### src/design/assert_macros.svh
// assertion macros shared by the indexed list design
`ifndef ASSERT_MACROS_SVH
`define ASSERT_MACROS_SVH

// checked on every clock edge outside reset
`define ILST_ASSERT(lbl, prop, msg) \
  lbl: assert property (@(posedge clk) disable iff (rst) prop) else $error(msg);

// checked on every clock edge, reset included
`define ILST_ASSERT_RST(lbl, prop, msg) \
  lbl: assert property (@(posedge clk) prop) else $error(msg);

`endif

### src/design/ilst_pkg.sv
// constants, codes and types of the indexed list
package ilst_pkg;

  localparam int CAPACITY   = 64;
  localparam int DATA_WIDTH = 32;
  localparam int ADDR_W     = $clog2(CAPACITY);
  localparam int CNT_W      = $clog2(CAPACITY + 1);

  localparam int OPC_W  = 2;
  localparam int POS_W  = 7;
  localparam int VAL_W  = 32;
  localparam int STAT_W = 2;
  localparam int ECNT_W = 7;
  localparam int CMP_W  = (POS_W > CNT_W) ? POS_W : CNT_W;

  localparam logic [OPC_W-1:0] OP_INSERT = OPC_W'(0);
  localparam logic [OPC_W-1:0] OP_REMOVE = OPC_W'(1);
  localparam logic [OPC_W-1:0] OP_READ   = OPC_W'(2);

  localparam logic [STAT_W-1:0] ST_DONE  = STAT_W'(0);
  localparam logic [STAT_W-1:0] ST_RANGE = STAT_W'(1);
  localparam logic [STAT_W-1:0] ST_FULL  = STAT_W'(2);

  typedef enum logic [2:0] {
    S_IDLE,
    S_RD,
    S_WR,
    S_PUT,
    S_DONE
  } state_t;

  typedef struct packed {
    logic [OPC_W-1:0]        opcode;
    logic [POS_W-1:0]        position;
    logic signed [VAL_W-1:0] value;
  } item_t;

  typedef struct packed {
    logic [STAT_W-1:0]       status;
    logic signed [VAL_W-1:0] read_value;
    logic [ECNT_W-1:0]       entry_count;
  } result_t;

  typedef struct packed {
    logic                  wr_en;
    logic [ADDR_W-1:0]     wr_addr;
    logic [DATA_WIDTH-1:0] wr_data;
    logic [ADDR_W-1:0]     rd_addr;
  } mem_req_t;

  // stored word from a value field: keep the low bits
  function automatic logic [DATA_WIDTH-1:0] to_data(input logic [VAL_W-1:0] v);
    logic [DATA_WIDTH+VAL_W-1:0] tmp;
    tmp = {{DATA_WIDTH{1'b0}}, v};
    return tmp[DATA_WIDTH-1:0];
  endfunction

  // value field from a stored word: low bits, zero filled
  function automatic logic [VAL_W-1:0] to_val(input logic [DATA_WIDTH-1:0] d);
    logic [DATA_WIDTH+VAL_W-1:0] tmp;
    tmp = {{VAL_W{1'b0}}, d};
    return tmp[VAL_W-1:0];
  endfunction

endpackage

### src/design/ilst_if.sv
// valid/ready channels for list requests and results
interface ilst_in_if;
  logic                             valid;
  logic                             ready;
  logic [ilst_pkg::OPC_W-1:0]       opcode;
  logic [ilst_pkg::POS_W-1:0]       position;
  logic signed [ilst_pkg::VAL_W-1:0] value;

  modport source (output valid, output opcode, output position, output value, input ready);
  modport sink (input valid, input opcode, input position, input value, output ready);
endinterface

interface ilst_out_if;
  logic                              valid;
  logic                              ready;
  logic [ilst_pkg::STAT_W-1:0]       status;
  logic signed [ilst_pkg::VAL_W-1:0] read_value;
  logic [ilst_pkg::ECNT_W-1:0]       entry_count;

  modport source (output valid, output status, output read_value, output entry_count,
                  input ready);
  modport sink (input valid, input status, input read_value, input entry_count,
                output ready);
endinterface

### src/design/ilst_store.sv
// entry store: one write port, one registered read port
module ilst_store (
  input  logic                               clk,
  input  ilst_pkg::mem_req_t                 mem_req,
  output logic [ilst_pkg::DATA_WIDTH-1:0]    rd_data
);

  logic [ilst_pkg::DATA_WIDTH-1:0] mem [ilst_pkg::CAPACITY];

  always_ff @(posedge clk) begin
    if (mem_req.wr_en) begin
      mem[mem_req.wr_addr] <= mem_req.wr_data;
    end
    rd_data <= mem[mem_req.rd_addr];
  end

endmodule

### src/design/ilst_ctrl.sv
// sequencer and shared index stepper that moves entries one at a time
`include "assert_macros.svh"

module ilst_ctrl (
  input  logic                            clk,
  input  logic                            rst,
  input  logic                            start,
  input  ilst_pkg::item_t                 item,
  output logic                            ready,
  output logic                            res_valid,
  input  logic                            res_take,
  output ilst_pkg::result_t               res,
  output ilst_pkg::mem_req_t              mem_req,
  input  logic [ilst_pkg::DATA_WIDTH-1:0] mem_rdata
);

  localparam int CNT_W  = ilst_pkg::CNT_W;
  localparam int ADDR_W = ilst_pkg::ADDR_W;
  localparam int CMP_W  = ilst_pkg::CMP_W;

  ilst_pkg::state_t state, state_next;

  logic [ilst_pkg::OPC_W-1:0]      op;
  logic [ilst_pkg::DATA_WIDTH-1:0] val;
  logic [ADDR_W-1:0]               idx;
  logic [ADDR_W-1:0]               stop;
  logic [CNT_W-1:0]                count;
  logic [CNT_W-1:0]                count_after;
  logic [ilst_pkg::STAT_W-1:0]     status;
  logic [ilst_pkg::VAL_W-1:0]      rd;
  logic                            grow;
  logic                            shrink;

  logic [CMP_W-1:0]  pos_w;
  logic [CMP_W-1:0]  cnt_w;
  logic              pos_gt;
  logic              pos_ge;
  logic              pos_eq;
  logic              pos_last;
  logic              full;
  logic [ADDR_W-1:0] src;
  logic              arrived;

  logic [ilst_pkg::STAT_W-1:0] chk_status;
  logic                        chk_grow;
  logic                        chk_shrink;

  // request checks against the current count
  assign pos_w    = CMP_W'(item.position);
  assign cnt_w    = CMP_W'(count);
  assign pos_gt   = pos_w > cnt_w;
  assign pos_ge   = pos_w >= cnt_w;
  assign pos_eq   = pos_w == cnt_w;
  assign pos_last = CMP_W'(pos_w + CMP_W'(1)) == cnt_w;
  assign full     = count == CNT_W'(ilst_pkg::CAPACITY);

  // status of an incoming request, index checked before full
  always_comb begin
    chk_status = ilst_pkg::ST_DONE;
    case (item.opcode) inside
      ilst_pkg::OP_INSERT: begin
        if (pos_gt) begin
          chk_status = ilst_pkg::ST_RANGE;
        end else if (full) begin
          chk_status = ilst_pkg::ST_FULL;
        end
      end
      ilst_pkg::OP_REMOVE, ilst_pkg::OP_READ: begin
        if (pos_ge) begin
          chk_status = ilst_pkg::ST_RANGE;
        end
      end
      default: begin
      end
    endcase
  end

  assign chk_grow   = (item.opcode == ilst_pkg::OP_INSERT) && !pos_gt && !full;
  assign chk_shrink = (item.opcode == ilst_pkg::OP_REMOVE) && !pos_ge;

  // shared stepper: next source slot and end test
  assign src     = (op == ilst_pkg::OP_INSERT) ? ADDR_W'(idx - ADDR_W'(1))
                                               : ADDR_W'(idx + ADDR_W'(1));
  assign arrived = src == stop;

  assign count_after = CNT_W'(count + CNT_W'(grow) - CNT_W'(shrink));

  always_ff @(posedge clk) begin
    if (rst) begin
      state <= ilst_pkg::S_IDLE;
      count <= '0;
    end else begin
      state <= state_next;
      if (state == ilst_pkg::S_DONE && res_take) begin
        count <= count_after;
      end
    end
  end

  // operation registers
  always_ff @(posedge clk) begin
    unique case (state)
      ilst_pkg::S_IDLE: begin
        if (start) begin
          op     <= item.opcode;
          val    <= ilst_pkg::to_data(item.value);
          rd     <= '0;
          status <= chk_status;
          grow   <= chk_grow;
          shrink <= chk_shrink;
          // insert walks down from the top, the others up from the index
          if (item.opcode == ilst_pkg::OP_INSERT) begin
            idx  <= ADDR_W'(count);
            stop <= ADDR_W'(item.position);
          end else begin
            idx  <= ADDR_W'(item.position);
            stop <= ADDR_W'(count - CNT_W'(1));
          end
        end
      end
      ilst_pkg::S_WR: begin
        if (op == ilst_pkg::OP_READ) begin
          rd <= ilst_pkg::to_val(mem_rdata);
        end else begin
          idx <= src;
        end
      end
      ilst_pkg::S_RD, ilst_pkg::S_PUT, ilst_pkg::S_DONE: begin
      end
      default: begin
      end
    endcase
  end

  // next state
  always_comb begin
    state_next = state;
    unique case (state)
      ilst_pkg::S_IDLE: begin
        if (start) begin
          case (item.opcode)
            ilst_pkg::OP_INSERT: begin
              if (pos_gt || full) begin
                state_next = ilst_pkg::S_DONE;
              end else if (pos_eq) begin
                state_next = ilst_pkg::S_PUT;
              end else begin
                state_next = ilst_pkg::S_RD;
              end
            end
            ilst_pkg::OP_REMOVE: begin
              if (pos_ge || pos_last) begin
                state_next = ilst_pkg::S_DONE;
              end else begin
                state_next = ilst_pkg::S_RD;
              end
            end
            ilst_pkg::OP_READ: begin
              state_next = pos_ge ? ilst_pkg::S_DONE : ilst_pkg::S_RD;
            end
            default: state_next = ilst_pkg::S_DONE;
          endcase
        end
      end
      ilst_pkg::S_RD: state_next = ilst_pkg::S_WR;
      ilst_pkg::S_WR: begin
        if (op == ilst_pkg::OP_READ) begin
          state_next = ilst_pkg::S_DONE;
        end else if (!arrived) begin
          state_next = ilst_pkg::S_RD;
        end else if (op == ilst_pkg::OP_INSERT) begin
          state_next = ilst_pkg::S_PUT;
        end else begin
          state_next = ilst_pkg::S_DONE;
        end
      end
      ilst_pkg::S_PUT: state_next = ilst_pkg::S_DONE;
      ilst_pkg::S_DONE: begin
        if (res_take) begin
          state_next = ilst_pkg::S_IDLE;
        end
      end
      default: state_next = ilst_pkg::S_IDLE;
    endcase
  end

  // outputs
  always_comb begin
    ready             = 1'b0;
    res_valid         = 1'b0;
    mem_req.wr_en     = 1'b0;
    mem_req.wr_addr   = idx;
    mem_req.wr_data   = mem_rdata;
    mem_req.rd_addr   = (op == ilst_pkg::OP_READ) ? idx : src;
    res.status        = status;
    res.read_value    = rd;
    res.entry_count   = ilst_pkg::ECNT_W'(count_after);
    unique case (state)
      ilst_pkg::S_IDLE: ready = 1'b1;
      ilst_pkg::S_RD: begin
      end
      ilst_pkg::S_WR: mem_req.wr_en = (op != ilst_pkg::OP_READ);
      ilst_pkg::S_PUT: begin
        mem_req.wr_en   = 1'b1;
        mem_req.wr_data = val;
      end
      ilst_pkg::S_DONE: res_valid = 1'b1;
      default: begin
      end
    endcase
  end

  `ILST_ASSERT_RST(a_reset_clear, rst |=> (count == '0 && state == ilst_pkg::S_IDLE), "reset did not clear the list")
  `ILST_ASSERT(a_count_cap, count <= CNT_W'(ilst_pkg::CAPACITY), "count above capacity")
  `ILST_ASSERT(a_count_hold, !(res_valid && res_take) |=> $stable(count), "count moved without a result")
  `ILST_ASSERT(a_wr_in_list, mem_req.wr_en |-> CNT_W'(mem_req.wr_addr) <= count, "write beyond list end")
  `ILST_ASSERT(a_full_insert, (res_valid && res.status == ilst_pkg::ST_FULL) |-> op == ilst_pkg::OP_INSERT, "full status on non-insert")

endmodule

### src/design/indexed_list_insert_remove.sv
// insert moves the entries from the index up a slot, then puts the value; remove moves the
//   entries above the index down a slot; read fetches one entry; a rejected or unused
//   opcode goes straight to the result, registered at the output; no new item is taken
//   before a result moves on; each moved entry is one read then one write in the store
// reset: synchronous active-high rst empties the list and drops pending results;
//   store contents are not cleared, slots at or above the count are never read
module indexed_list_insert_remove (
  input  logic         clk,
  input  logic         rst,
  ilst_in_if.sink      req,
  ilst_out_if.source   rsp
);

  ilst_pkg::item_t    item;
  ilst_pkg::result_t  res;
  ilst_pkg::mem_req_t mem_req;

  logic [ilst_pkg::DATA_WIDTH-1:0] mem_rdata;
  logic                            ctrl_ready;
  logic                            start;
  logic                            res_valid;
  logic                            res_take;

  // output register
  logic                              out_valid;
  logic [ilst_pkg::STAT_W-1:0]       out_status;
  logic signed [ilst_pkg::VAL_W-1:0] out_read_value;
  logic [ilst_pkg::ECNT_W-1:0]       out_entry_count;

  // request beat goes straight into the sequencer when it is idle
  assign item.opcode   = req.opcode;
  assign item.position = req.position;
  assign item.value    = req.value;
  assign req.ready     = ctrl_ready;
  assign start         = req.valid && ctrl_ready;

  // a finished result moves on when the output register is empty or draining
  assign res_take = res_valid && (!out_valid || rsp.ready);

  ilst_ctrl u_ctrl (
    .clk       (clk),
    .rst       (rst),
    .start     (start),
    .item      (item),
    .ready     (ctrl_ready),
    .res_valid (res_valid),
    .res_take  (res_take),
    .res       (res),
    .mem_req   (mem_req),
    .mem_rdata (mem_rdata)
  );

  ilst_store u_store (
    .clk     (clk),
    .mem_req (mem_req),
    .rd_data (mem_rdata)
  );

  // result beat holding register
  always_ff @(posedge clk) begin
    if (rst) begin
      out_valid <= 1'b0;
    end else if (res_take) begin
      out_valid <= 1'b1;
    end else if (rsp.ready) begin
      out_valid <= 1'b0;
    end
  end

  always_ff @(posedge clk) begin
    if (res_take) begin
      out_status      <= res.status;
      out_read_value  <= res.read_value;
      out_entry_count <= res.entry_count;
    end
  end

  assign rsp.valid       = out_valid;
  assign rsp.status      = out_status;
  assign rsp.read_value  = out_read_value;
  assign rsp.entry_count = out_entry_count;

endmodule
### src/flat_wrapper.sv
// flat-port wrapper written by rule: the top's interface ports become plain ports
module indexed_list_insert_remove_flat 
  (clk, rst, req_valid, req_opcode, req_position, req_value, req_ready, rsp_valid, rsp_status, rsp_read_value, rsp_entry_count, rsp_ready);
  ilst_in_if req_i ();
  ilst_out_if rsp_i ();
  input  logic clk;
  input  logic rst;
  input wire logic [$bits(req_i.valid)-1:0] req_valid;
  input wire logic [$bits(req_i.opcode)-1:0] req_opcode;
  input wire logic [$bits(req_i.position)-1:0] req_position;
  input wire logic [$bits(req_i.value)-1:0] req_value;
  output wire logic [$bits(req_i.ready)-1:0] req_ready;
  output wire logic [$bits(rsp_i.valid)-1:0] rsp_valid;
  output wire logic [$bits(rsp_i.status)-1:0] rsp_status;
  output wire logic [$bits(rsp_i.read_value)-1:0] rsp_read_value;
  output wire logic [$bits(rsp_i.entry_count)-1:0] rsp_entry_count;
  input wire logic [$bits(rsp_i.ready)-1:0] rsp_ready;
  assign req_i.valid = req_valid;
  assign req_i.opcode = req_opcode;
  assign req_i.position = req_position;
  assign req_i.value = req_value;
  assign req_ready = req_i.ready;
  assign rsp_valid = rsp_i.valid;
  assign rsp_status = rsp_i.status;
  assign rsp_read_value = rsp_i.read_value;
  assign rsp_entry_count = rsp_i.entry_count;
  assign rsp_i.ready = rsp_ready;
  indexed_list_insert_remove u_core (.clk(clk), .rst(rst), .req(req_i), .rsp(rsp_i));
endmodule
### config.mk
export PLATFORM = sky130hd
export DESIGN_NAME = indexed_list_insert_remove_flat
export DESIGN_NICKNAME = d
export VERILOG_FILES = /design/src/design/ilst_pkg.sv /design/src/design/ilst_if.sv /design/src/design/ilst_store.sv /design/src/design/ilst_ctrl.sv /design/src/design/indexed_list_insert_remove.sv /design/src/flat_wrapper.sv
export VERILOG_INCLUDE_DIRS = /design/src /design/src/design
export SDC_FILE = /design/constraint.sdc
export NUM_CORES = 2
export LEC_CHECK = 0
export ABC_AREA = 1
export ABC_CLOCK_PERIOD_IN_PS = 10500
export BUFFER_PORTS_ARGS = -buffer_cell sky130_fd_sc_hd__buf_2
export CAP_MARGIN = 10
export CORE_MARGIN = 3
export CORE_UTILIZATION = 45
export CTS_CLUSTER_SIZE = 24
export DETAILED_ROUTE_END_ITERATION = 12
export PLACE_DENSITY = 0.64
export REMOVE_ABC_BUFFERS = 1
export SLEW_MARGIN = 20
export SYNTH_ARGS = -nofsm -noshare
export SYNTH_HDL_FRONTEND = slang
export SYNTH_HIERARCHICAL = 1
export SYNTH_SLANG_ARGS = --single-unit
### constraint.sdc
create_clock -name clk -period 10.5 [get_ports clk]
set_input_delay 0 -clock clk [delete_from_list [all_inputs] [get_ports clk]]
set_output_delay 0 -clock clk [all_outputs]
set_load 0.02 [all_outputs]
==> flow_metrics.env <==
export IMPL_outcome="complete, no violations"
export IMPL_holdWs_ps=57.9
export IMPL_cts_setup_buffers=0
export IMPL_track_usage=0.239
export IMPL_ys_ff_latch=2214
export IMPL_cts_inserted_buffers=218
export IMPL_p_leak_nw=35.4
export IMPL_min_from="req_position[0]"
export IMPL_placedInstanceArea_um2=92600
export IMPL_fp_dieArea_um2=203000
export IMPL_fin_crit_ps=5730
export IMPL_worst_pin_slew_ps=1180
export IMPL_total_power_mw=31.5
export IMPL_clkPwrFrac=0.242
export IMPL_hold_depth=4
export IMPL_skew_ps=38.7
export IMPL_drt_iter0_markers=7062
export IMPL_setup_viol_count_final=0
export IMPL_critPathKind="flip-flop to flip-flop"
export IMPL_cts_sinks=2214
export IMPL_power_switching_mw=12.9
export IMPL_max_stage_delay_ps=910
export IMPL_wirelength_um=248000
export IMPL_cp_max_fo=236
export IMPL_grt_pass1_vias=55105
export IMPL_internal_power_mw=18.6
export IMPL_combPwrFrac=0.397
export IMPL_layout_common_cells="2346 x nand2_1, 2171 x edfxtp_1, 1925 x nand3_1"
export IMPL_syn2layout_area_growth_pct=12.8
export IMPL_path_cells="nor2_1 > xnor2_2 > buf_4 > inv_16 > buf_4 > buf_12 > nand2_1 > nand3_1 > nand3_1 > nand3_1 > nand3_1 > nand2_1 > nand2_1 > nand2_1"
export IMPL_routedWlPerCell_um=24.2
export IMPL_powerDensity_nw_per_um2=314
export IMPL_netlist_area_leader_share=0.732
export IMPL_drc=0
export IMPL_p_sw_frac=0.409
export IMPL_timing_reg2reg_setup_slack_ps=4770
export IMPL_syn_area_um2=89000
export IMPL_startpoint_type="flip-flop"
export IMPL_gp_congestion=0.839
export IMPL_yosysWarnings=6
export IMPL_grt_pass1_wl_um=365000
export IMPL_place_hpwl_um=119000
export IMPL_cts_tree="built"
export IMPL_grt_antenna_before_repair=3
export IMPL_ios=88
export IMPL_synth_top_area_cell="edfxtp_1"
export IMPL_ys_types=39
export IMPL_ant_nets=0
export IMPL_viasPerCell=5.70
export IMPL_fmax_ghz=0.175
export IMPL_final_max_slew_viol_count=0
export IMPL_h_tree_depth=4
export IMPL_cp_end_kind="flip-flop"
export IMPL_r2r_start="u_core/u_ctrl/op[0]$_DFFE_PP_"
export IMPL_overflow=0
export IMPL_syn_inst=7363
export IMPL_vias=58439
export IMPL_utilization=0.513
export IMPL_holdPathEnd="u_core/u_ctrl/stop[0]$_DFFE_PP_"
export IMPL_syn_area_per_cell_um2=12.1
export IMPL_die_x_um=451
export IMPL_initial_core_util=0.455
export IMPL_peakVddDrop_mv=0.552
export IMPL_worstSkewPairLatency_ps=850
export IMPL_portBuffers=87
export IMPL_core_um2=196000
export IMPL_relSlewSlack=0.215
export IMPL_cts_path_max_buffers=3
export IMPL_reg2reg_to="u_core/u_store/rd_data[7]$_DFF_P_"
export IMPL_rows=162
export IMPL_crit_required_ps=11290
export IMPL_final_hold_violation_count=0
export IMPL_cp_arrival_ps=6520
export IMPL_die_h_um=451
export IMPL_clkSlewWorstSetupHoldPaths_ps=60
export IMPL_drive_above_1_share=0.0866
export IMPL_critPathSlowestCell="buf_4"
export IMPL_rsz0062_at_grt="no"
export IMPL_final_common_cell="nand2_1"
export IMPL_final_nets=7508
export IMPL_synth_seq_area_share=0.742
export IMPL_maxCapViolations=0
export IMPL_reg2reg_depth=14
export IMPL_first_pass_iters=6
export IMPL_synthTopCellsByArea="edfxtp_1 73%, nand3_1 11%, nand2_1 9.9%"
export IMPL_grt_max_degree=237
export IMPL_p_seq_frac=0.362
export IMPL_period_share=0.546
export IMPL_hp_class="input pin to flip-flop"
export IMPL_design_area_um2=100000
export IMPL_root_buffer="clkbuf_16"
[sequential cells by signal, summed over array words and instances (netlist names), 3 cells and up]
signal,cells
u_core/u_store/mem,2048
u_core/rsp.entry_count,7
u_core/u_ctrl/val,32
u_core/rsp.read_value,32
u_core/u_ctrl/stop,6
u_core/u_ctrl/state,3
u_core/u_ctrl/rd,32
u_core/u_ctrl/idx,6
u_core/u_store/rd_data,32
u_core/u_ctrl/cnt_w,7
[repair_timing]
| action | 4_1_cts | 5_1_grt |
|---|---|---|
| endpoints found under the setup margin | 0 | 0 |
| resized for setup | 0 | 0 |
| hold buffers | 84 | 0 |
| endpoints found under the hold margin | 98 | 0 |
[routing by layer]
layer	up-vias	share of wire	track usage
li1	26282	-	-
met1	28887	0.40	0.330
met2	2837	0.48	0.387
met3	431	0.089	0.0372
met4	2	0.035	0.0850
met5	-	0.000040	0
[synthesized netlist by cell type (all sizes together)]
cell and instances:
nand2 2351, edfxtp 2171, nand3 1929, buf 374, nor2 129, inv 99
clkbuf 90, o21ai 63, dfxtp 43, ha 29, a21oi 22, nand4 14
xor2 13, nor4 8, xnor2 8, nor3 4, a211oi 3, a31oi 3
or2 3, o31ai 2, fa 1, o21a 1, o21bai 1, o22ai 1
xnor3 1
[area by class of cell]
cell class | instances | area (µm²)
Antenna cell | 3 | 7.51
Clock buffer | 279 | 5790
Clock inverter | 127 | 1160
Fill cell | 16613 | 95400
Inverter | 99 | 412
Multi-Input combinational cell | 4586 | 21200
Sequential cell | 2214 | 66100
Tap cell | 2624 | 3280
Timing Repair Buffer | 314 | 2460
[critical path, delay by kind of cell, from the launching register on]
family	cells	cell delay, ps
xor+xnor	1	430
flops	1	460
simple gates	9	1820
buf+inv	4	2460
[cell families (layout without fill, tap and decap cells)]
kind of cell	Yosys count	count (layout)	synth area share
AND/OR/NAND/NOR	4438	4438	0.216
XOR/XNOR	22	22	0.00232
adder cells (fa/ha/maj)	30	30	0.00430
other	0	3	0
buffers and inverters	563	819	0.0301
flip-flops	2214	2214	0.742
AO/OA/AOI/OAI	96	96	0.00573
[how the worst max path moves through the flow]
stage                                         startpoint                            endpoint  slack [ps]  cells after the start
after global placement     u_core/u_ctrl/op[0]$_DFFE_PP_   u_core/u_store/rd_data[7]$_DFF_P_        5080                     14
final                      u_core/u_ctrl/op[0]$_DFFE_PP_   u_core/u_store/rd_data[7]$_DFF_P_        4770                     14
after detailed placement   u_core/u_ctrl/op[0]$_DFFE_PP_   u_core/u_store/rd_data[7]$_DFF_P_        5020                     14
after floorplan           u_core/u_ctrl/idx[0]$_DFFE_PP_  u_core/u_store/rd_data[10]$_DFF_P_      -89270                     10
after global routing       u_core/u_ctrl/op[0]$_DFFE_PP_   u_core/u_store/rd_data[7]$_DFF_P_        4490                     14
after CTS                  u_core/u_ctrl/op[0]$_DFFE_PP_   u_core/u_store/rd_data[7]$_DFF_P_        5000                     14
[power groups by stage]
stage | registers, mW | logic, mW | clock network, mW
floorplan | 11.7 | 7.74 | 0
global placement | 11.6 | 12.1 | 0
detailed placement | 11.6 | 12.3 | 0
CTS | 11.4 | 12.3 | 7.71
global route | 11.4 | 13.6 | 8.06
finish | 11.4 | 12.5 | 7.61
[through the flow]
stage	worst slack, ps	setup TNS, ps	instances
floorplan	-89270	-2903950	6899
global placement	5080	0	9753
detailed placement	5020	0	9753
CTS	5000	0	10243
global route	4490	0	10244
finish	4770	0	10246
(Power assumes the default switching activity.)
